File: src/rtl/core/bmhpq_pkg.sv
// ----------------------------------------------------------------------------
// bmhpq_pkg
// Shared types, codes and widths of the binary max-heap priority queue.
// ----------------------------------------------------------------------------
package bmhpq_pkg;

  localparam int CAPACITY_DEFAULT = 1024;

  localparam int KEY_W       = 64;
  localparam int SLOT_W      = 10;
  localparam int ACTION_W    = 2;
  localparam int STATUS_W    = 3;
  localparam int COUNT_OUT_W = 11;
  localparam int S_DATA_W    = 80;
  localparam int M_DATA_W    = 80;

  typedef enum logic [ACTION_W-1:0] {
    ACT_INSERT   = 2'd0,
    ACT_EXTRACT  = 2'd1,
    ACT_PEEK     = 2'd2,
    ACT_INCREASE = 2'd3
  } action_t;

  typedef enum logic [STATUS_W-1:0] {
    ST_OK      = 3'd0,
    ST_EMPTY   = 3'd1,
    ST_FULL    = 3'd2,
    ST_RANGE   = 3'd3,
    ST_SMALLER = 3'd4
  } status_t;

  typedef enum logic [3:0] {
    S_IDLE,
    S_START,
    S_PEEK,
    S_EXT_ROOT,
    S_EXT_LAST,
    S_INC_CHK,
    S_UP_RD,
    S_UP_CMP,
    S_DN_RDL,
    S_DN_RDR,
    S_DN_CMPR,
    S_DONE
  } state_t;

  // read address source
  typedef enum logic [2:0] {
    RD_ROOT,
    RD_LAST,
    RD_SLOT,
    RD_PARENT,
    RD_LEFT,
    RD_RIGHT
  } rd_sel_t;

  // write data source (write address is always the hole position)
  typedef enum logic [1:0] {
    WD_KEY,
    WD_RD,
    WD_BIG
  } wd_sel_t;

  // hole position source
  typedef enum logic [2:0] {
    POS_COUNT,
    POS_ZERO,
    POS_SLOT,
    POS_PARENT,
    POS_LEFT,
    POS_RIGHT
  } pos_sel_t;

  typedef struct packed {
    logic     in_take;
    logic     rd_en;
    rd_sel_t  rd_sel;
    logic     wr_en;
    wd_sel_t  wd_sel;
    logic     pos_en;
    pos_sel_t pos_sel;
    logic     cnt_inc;
    logic     cnt_dec;
    logic     key_from_rd;
    logic     big_load;
    logic     res_load;
    logic     st_en;
    status_t  st_code;
    logic     out_load;
  } cmd_t;

  typedef struct packed {
    action_t op;
    logic    full;
    logic    empty;
    logic    range_bad;
    logic    pos_zero;
    logic    l_ok;
    logic    r_ok;
    logic    key_lt_rd;
    logic    rd_lt_key;
    logic    big_lt_rd;
    logic    big_moved;
    logic    out_busy;
  } stat_t;

endpackage

File: src/rtl/core/bmhpq_ctrl.sv
// ----------------------------------------------------------------------------
// bmhpq_ctrl
// Sequencer for the heap actions: decode, sift-up and sift-down walks.
// ----------------------------------------------------------------------------
module bmhpq_ctrl
  import bmhpq_pkg::*;
(
  input  logic   clk,
  input  logic   rst,
  input  logic   s_tvalid,
  output logic   s_tready,
  input  stat_t  stat,
  output cmd_t   cmd
);

  state_t state, state_next;

  // state register
  always_ff @(posedge clk) begin
    if (rst) begin
      state <= S_IDLE;
    end else begin
      state <= state_next;
    end
  end

  assign s_tready = (state == S_IDLE);

  // next state and commands
  always_comb begin
    state_next = state;
    cmd        = '0;
    case (state)
      S_IDLE: begin
        if (s_tvalid) begin
          cmd.in_take = 1'b1;
          state_next  = S_START;
        end
      end

      S_START: begin
        unique case (stat.op)
          ACT_INSERT: begin
            if (stat.full) begin
              cmd.st_en   = 1'b1;
              cmd.st_code = ST_FULL;
              state_next  = S_DONE;
            end else begin
              cmd.pos_en  = 1'b1;
              cmd.pos_sel = POS_COUNT;
              cmd.cnt_inc = 1'b1;
              state_next  = S_UP_RD;
            end
          end
          ACT_EXTRACT: begin
            if (stat.empty) begin
              cmd.st_en   = 1'b1;
              cmd.st_code = ST_EMPTY;
              state_next  = S_DONE;
            end else begin
              cmd.rd_en  = 1'b1;
              cmd.rd_sel = RD_ROOT;
              state_next = S_EXT_ROOT;
            end
          end
          ACT_PEEK: begin
            if (stat.empty) begin
              cmd.st_en   = 1'b1;
              cmd.st_code = ST_EMPTY;
              state_next  = S_DONE;
            end else begin
              cmd.rd_en  = 1'b1;
              cmd.rd_sel = RD_ROOT;
              state_next = S_PEEK;
            end
          end
          ACT_INCREASE: begin
            if (stat.range_bad) begin
              cmd.st_en   = 1'b1;
              cmd.st_code = ST_RANGE;
              state_next  = S_DONE;
            end else begin
              cmd.rd_en  = 1'b1;
              cmd.rd_sel = RD_SLOT;
              state_next = S_INC_CHK;
            end
          end
        endcase
      end

      S_PEEK: begin
        cmd.res_load = 1'b1;
        state_next   = S_DONE;
      end

      // take the root, fetch the last key and shrink the heap
      S_EXT_ROOT: begin
        cmd.res_load = 1'b1;
        cmd.rd_en    = 1'b1;
        cmd.rd_sel   = RD_LAST;
        cmd.cnt_dec  = 1'b1;
        state_next   = S_EXT_LAST;
      end

      S_EXT_LAST: begin
        cmd.key_from_rd = 1'b1;
        cmd.pos_en      = 1'b1;
        cmd.pos_sel     = POS_ZERO;
        state_next      = S_DN_RDL;
      end

      S_INC_CHK: begin
        if (stat.key_lt_rd) begin
          cmd.st_en   = 1'b1;
          cmd.st_code = ST_SMALLER;
          state_next  = S_DONE;
        end else begin
          cmd.pos_en  = 1'b1;
          cmd.pos_sel = POS_SLOT;
          state_next  = S_UP_RD;
        end
      end

      // sift-up: fetch the parent, or settle at the root
      S_UP_RD: begin
        if (stat.pos_zero) begin
          cmd.wr_en  = 1'b1;
          cmd.wd_sel = WD_KEY;
          state_next = S_DONE;
        end else begin
          cmd.rd_en  = 1'b1;
          cmd.rd_sel = RD_PARENT;
          state_next = S_UP_CMP;
        end
      end

      // move the parent down into the hole, or settle the key
      S_UP_CMP: begin
        cmd.wr_en = 1'b1;
        if (stat.rd_lt_key) begin
          cmd.wd_sel  = WD_RD;
          cmd.pos_en  = 1'b1;
          cmd.pos_sel = POS_PARENT;
          state_next  = S_UP_RD;
        end else begin
          cmd.wd_sel = WD_KEY;
          state_next = S_DONE;
        end
      end

      // sift-down: fetch the left child, or settle at a leaf
      S_DN_RDL: begin
        if (stat.l_ok) begin
          cmd.rd_en  = 1'b1;
          cmd.rd_sel = RD_LEFT;
          state_next = S_DN_RDR;
        end else begin
          cmd.wr_en  = 1'b1;
          cmd.wd_sel = WD_KEY;
          state_next = S_DONE;
        end
      end

      // left child arrives; fetch the right one or decide now
      S_DN_RDR: begin
        if (stat.r_ok) begin
          cmd.big_load = 1'b1;
          cmd.rd_en    = 1'b1;
          cmd.rd_sel   = RD_RIGHT;
          state_next   = S_DN_CMPR;
        end else begin
          cmd.wr_en = 1'b1;
          if (stat.key_lt_rd) begin
            cmd.wd_sel  = WD_RD;
            cmd.pos_en  = 1'b1;
            cmd.pos_sel = POS_LEFT;
            state_next  = S_DN_RDL;
          end else begin
            cmd.wd_sel = WD_KEY;
            state_next = S_DONE;
          end
        end
      end

      // right child arrives; pick the largest of key, left and right
      S_DN_CMPR: begin
        cmd.wr_en = 1'b1;
        priority if (stat.big_lt_rd) begin
          cmd.wd_sel  = WD_RD;
          cmd.pos_en  = 1'b1;
          cmd.pos_sel = POS_RIGHT;
          state_next  = S_DN_RDL;
        end else if (stat.big_moved) begin
          cmd.wd_sel  = WD_BIG;
          cmd.pos_en  = 1'b1;
          cmd.pos_sel = POS_LEFT;
          state_next  = S_DN_RDL;
        end else begin
          cmd.wd_sel = WD_KEY;
          state_next = S_DONE;
        end
      end

      // hand the result to the output register once it is free
      S_DONE: begin
        if (!stat.out_busy) begin
          cmd.out_load = 1'b1;
          state_next   = S_IDLE;
        end
      end

      default: begin
        state_next = S_IDLE;
      end
    endcase
  end

endmodule

File: config.mk
export PLATFORM = sky130hd
export DESIGN_NAME = bmhpq_ctrl
export DESIGN_NICKNAME = d
export VERILOG_FILES = /design/src/rtl/core/bmhpq_pkg.sv /design/src/rtl/core/bmhpq_ctrl.sv
export SDC_FILE = /design/constraint.sdc
export NUM_CORES = 1
export LEC_CHECK = 0
export ABC_AREA = 1
export BUFFER_PORTS_ARGS = -buffer_cell sky130_fd_sc_hd__buf_2
export CAP_MARGIN = 10
export CORE_MARGIN = 4
export CORE_UTILIZATION = 44
export CTS_CLUSTER_DIAMETER = 150
export DETAILED_ROUTE_END_ITERATION = 16
export PLACE_DENSITY = 0.79
export SYNTH_ARGS = -nofsm -noshare
export SYNTH_HDL_FRONTEND = slang
export SYNTH_SLANG_ARGS = --single-unit
File: constraint.sdc
create_clock -name clk -period 1.73 [get_ports clk]
set_input_delay 0.4325 -clock clk [delete_from_list [all_inputs] [get_ports clk]]
set_output_delay 0.4325 -clock clk [all_outputs]
set_load 0.01 [all_outputs]
After elaboration in Yosys (flattened, before gate mapping). Index checks and enable logic that the tools add are counted.

Word-level logic and storage cells: 75. Bits in registers: 4.

Multiplexer cells: 53. Equal/unequal tests: 16. Reductions and logical operators: 5.

Operators with widths (count): two-way mux 4 bit (23); case mux 4 bit (12 select lines) (1); case mux 4 bit (6 select lines) (1); case mux 4 bit (5 select lines) (1); equality test 4 x 3 -> 1 bit, second input constant (4); equality test 4 bit, second input constant (4); case mux 4 bit (2 select lines) (2); case mux 4 bit (4 select lines) (1); case mux 3 bit (5 select lines) (1); two-way mux 1 bit (12); case mux 4 bit (3 select lines) (1); two-way mux 5 bit (2); equality test 4 x 2 -> 1 bit, second input constant (2); two-way mux 2 bit (4); two-way mux 7 bit (1); two-way mux 3 bit (2); two-way mux 6 bit (1); equality test 2 bit, second input constant (2); equality test 4 x 1 -> 1 bit, second input constant (1); zero test 4 bit (1); != test 2 bit, second input constant (2); OR reduction 2 bit (2); equality test 2 x 1 -> 1 bit, second input constant (1); zero test 2 bit (1); AND reduction 2 bit (1).

Depth between registers and ports, before layout.
Depth in word-level cells: 4. Gate-level depth with buffers: 10.

Worst setup path before layout. No wires, ideal clock.

Path type: in2out. Start: in stat[11] (netlist bit). End: out cmd[18] (netlist bit). Stages: 4. Setup slack: 81 ps. Arrival: 1216 ps. Cells stage by stage: ha_1 inv_1 or2_2 o21ai_0.

RTL lines: start, declared (RTL line bmhpq_ctrl.sv:12) `input stat_t stat,`; end, declared (RTL line bmhpq_ctrl.sv:13) `output cmd_t cmd`.

==> flow_summary.yaml <==
timing:
  max_freq_mhz: 520
  setup_ws_ps: -193
  relSlewSlack_pct: 84.3
  worst_pin_slew_ps: 235
  skew_ps: 14.1
  period_minus_slack_ps: 1920
  timing.final.crit_share_pct: 111
  slew_violations: 0
  setup_viol: 15
  whs_ps: 422
  hold_viol: 0
  rsz0062_at_grt: "yes"
worst_setup_path:
  path_delay_family: "simple AND/OR/NAND/NOR gates"
  cp-end-kind: "primary output"
  cp.arrival_ps: 1490
  crit_chain: "inv_2 > buf_6 > nor2_4 > nand2_2 > o21ai_2 > nor2_1 > nand3b_1 > buf_2"
  slowest_delay_ps: 350
  path_buf_inv: 3
  cp.required_ps: 1300
  cp_max_fo: 6
  startpoint_type: "register"
  critical_path_class: "reg -> out"
  slowest_stage: "dfxtp_2"
route:
  wl_um: 3420
  via_count: 1268
  avgViaCountPerCell: 5.64
  drtPass1Iterations: 4
  ant_nets: 0
  drt_iter0_drc: 55
  wl_per_cell_um: 15.2
  drc: 0
cells_and_area:
  design_area_um2: 1360
  layout_top_registers: "state: 4 flops"
  num_antenna_cells: 0
  drive_gt1_share_pct: 52.6
  syn_to_final_growth_pct: 87.7
  nets: 232
  largest_reg_flops: 4
  largest-register: "state"
synth:
  ys_top_cells_by_area: "nand2_1 19%, inv_1 16%, dfxtp_1 11%"
  synth_cells: 140
  netlist_area_um2: 724
  seq_area_frac_synth_pct: 11.1
  yosys_warnings: 0
  syn_nets: 161
  synth_top_area_share_pct: 18.7
  ys_seq_elements: 4
  synth.largest_area_cell: "nand2_1"
  syn-mean-instance-area_um2: 5.17
  ys_types: 20
floorplan:
  io_pins: 39
  die_height_um: 48.6
  start_util_pct: 47.5
  dieWidth_um: 48.6
  core_um2: 1520
  dieArea_um2: 2360
  num_rows: 14
clock_tree:
  cts_root_buffer: "clkbuf_4"
  cts_tree: "done"
  cts_hold_buf: 0
  insertion_delay_ps: 250
  cts_buffers: 3
  clock_tree.buffer_depth: 2
  htreeDepth: 1
  path_clk_slew_ps: 50
  clock-sinks: 4
power:
  power_density_nw_per_um2: 1120
  vdd_drop_max_mv: 0.997
  power.leakage_nw: 0.841
status:
  status: "finished with violations"
  violations: "setup timing"
global_route:
  grt_pass1_vias: 1147
  grt_max_degree: 8
  met2_usage_pct: 45.2
  gr-total-overflow: 0
  grt_pass1_wl_um: 4810
  top_usage_layer: "met2"
  grt_util_met3_pct: 7.98
  grtUsageMet1_pct: 25.4
  track_usage_pct: 24.7
  antenna_found_initial: 0
placed_design:
  gp_congestion: 0.859
  place_area_um2: 1000
  dp_hpwl_um: 1950
  port_buffers: 38
run:
  max_cap_viol_count: 0
hold_path:
  hold_class: "in -> reg"
==> per-layer routing <==
metal | routed length (µm) | vias up
met2 | 1680 | 91
met4 | 203 | 0
met3 | 305 | 29
met5 | 0 | -
li1 | - | 578
met1 | 1240 | 570
==> worst paths after layout <==
check                   startpoint                     to  slack (ps)  depth (start not counted)
max          state[2]$_SDFFE_PP0P_                cmd[13]        -190                          8
min                            rst  state[3]$_SDFFE_PP0P_         420                          2
max reg2reg  state[0]$_SDFFE_PP0P_  state[3]$_SDFFE_PP0P_         170                         12
min reg2reg  state[3]$_SDFFE_PP0P_  state[1]$_SDFFE_PP0P_         790                          5
==> cell usage after synthesis <==
cell / number
a21oi_1: 6
dfxtp_1: 4
ha_1: 5
inv_1: 30
inv_2: 1
nand2_1: 36
nand2_2: 1
nand3_1: 14
nand3b_1: 2
nand4_1: 2
nor2_1: 20
nor2_2: 1
nor2_4: 2
nor3_1: 2
nor3b_1: 1
o21ai_0: 8
o21ai_1: 1
o21ai_2: 2
or2_2: 1
or3_1: 1
==> where the power goes <==
group / internal, mW / switching [mW]
clock network: 0.0780 / 0.0440
logic: 0.515 / 0.685
registers: 0.147 / 0.0536
==> area by class of cell <==
cell class | instances | area (µm²)
inverter | 31 | 129
tap | 16 | 20.0
clock buffer | 3 | 22.5
sequential | 4 | 92.6
timing repair buffer | 66 | 462
fill | 82 | 164
multi-input combinational | 105 | 634
==> cell families (layout without fill, tap and decap cells) <==
group / Yosys count / count (layout) / synth area share (%)
and+or+nand+nor: 83 / 83 / 51.5
buffers and inverters: 31 / 100 / 16.1
AOI/OAI and AO/OA: 17 / 17 / 12.8
adders and majority gates: 5 / 5 / 8.64
DFF: 4 / 4 / 11.1
==> worst reg2reg max path, cell delays in order (launching register included) <==
cell	delay, ps
dfxtp_4	350
inv_2	40
nor2_4	160
buf_6	130
nand3_2	90
inv_1	100
buf_4	110
buf_4	90
buf_4	90
nand3_1	80
nand3_1	80
nor2_1	50
a21oi_1	120
==> layout by cell type, fill, tap and decap left out, types with 2 or more instances in the layout <==
cell type	n
nor2_4	3
nand3b_1	2
inv_6	2
o21ai_0	4
nand3_2	3
ha_4	2
a21oi_1	5
inv_2	7
nor2_1	16
buf_4	23
nand3_1	10
nor2_2	4
nor3_1	2
clkbuf_4	3
inv_1	21
nand2_1	30
ha_1	3
buf_2	34
o21ai_1	3
nand4_1	2
dfxtp_4	3
buf_6	7
nand2_2	6
o21ai_2	4
buf_12	2
==> what timing repair did <==
item | 4_1_cts | 5_1_grt
pin swaps | 13 | 13
setup buffers | 12 | 7
setup endpoints to repair | 17 | 19
gates cloned | 0 | 0
gates resized for setup | 44 | 21
==> per-stage QoR <==
| step | power (mW) | std cells | TNS, ps | setup slack, ps | util [%] |
|---|---|---|---|---|---|
| floorplan | 0.684 | 140 | 0 | 81.1 | - |
| global placement | 0.975 | 203 | -408 | -160 | 65.8 |
| detailed placement | 0.986 | 203 | -785 | -210 | 65.8 |
| CTS | 1.31 | 218 | -726 | -124 | 80.3 |
| global route | 1.64 | 225 | -2460 | -274 | 89.2 |
| finish | 1.52 | 225 | -1120 | -193 | 89.2 |
Note: power is estimated with default switching activity, not from simulation.
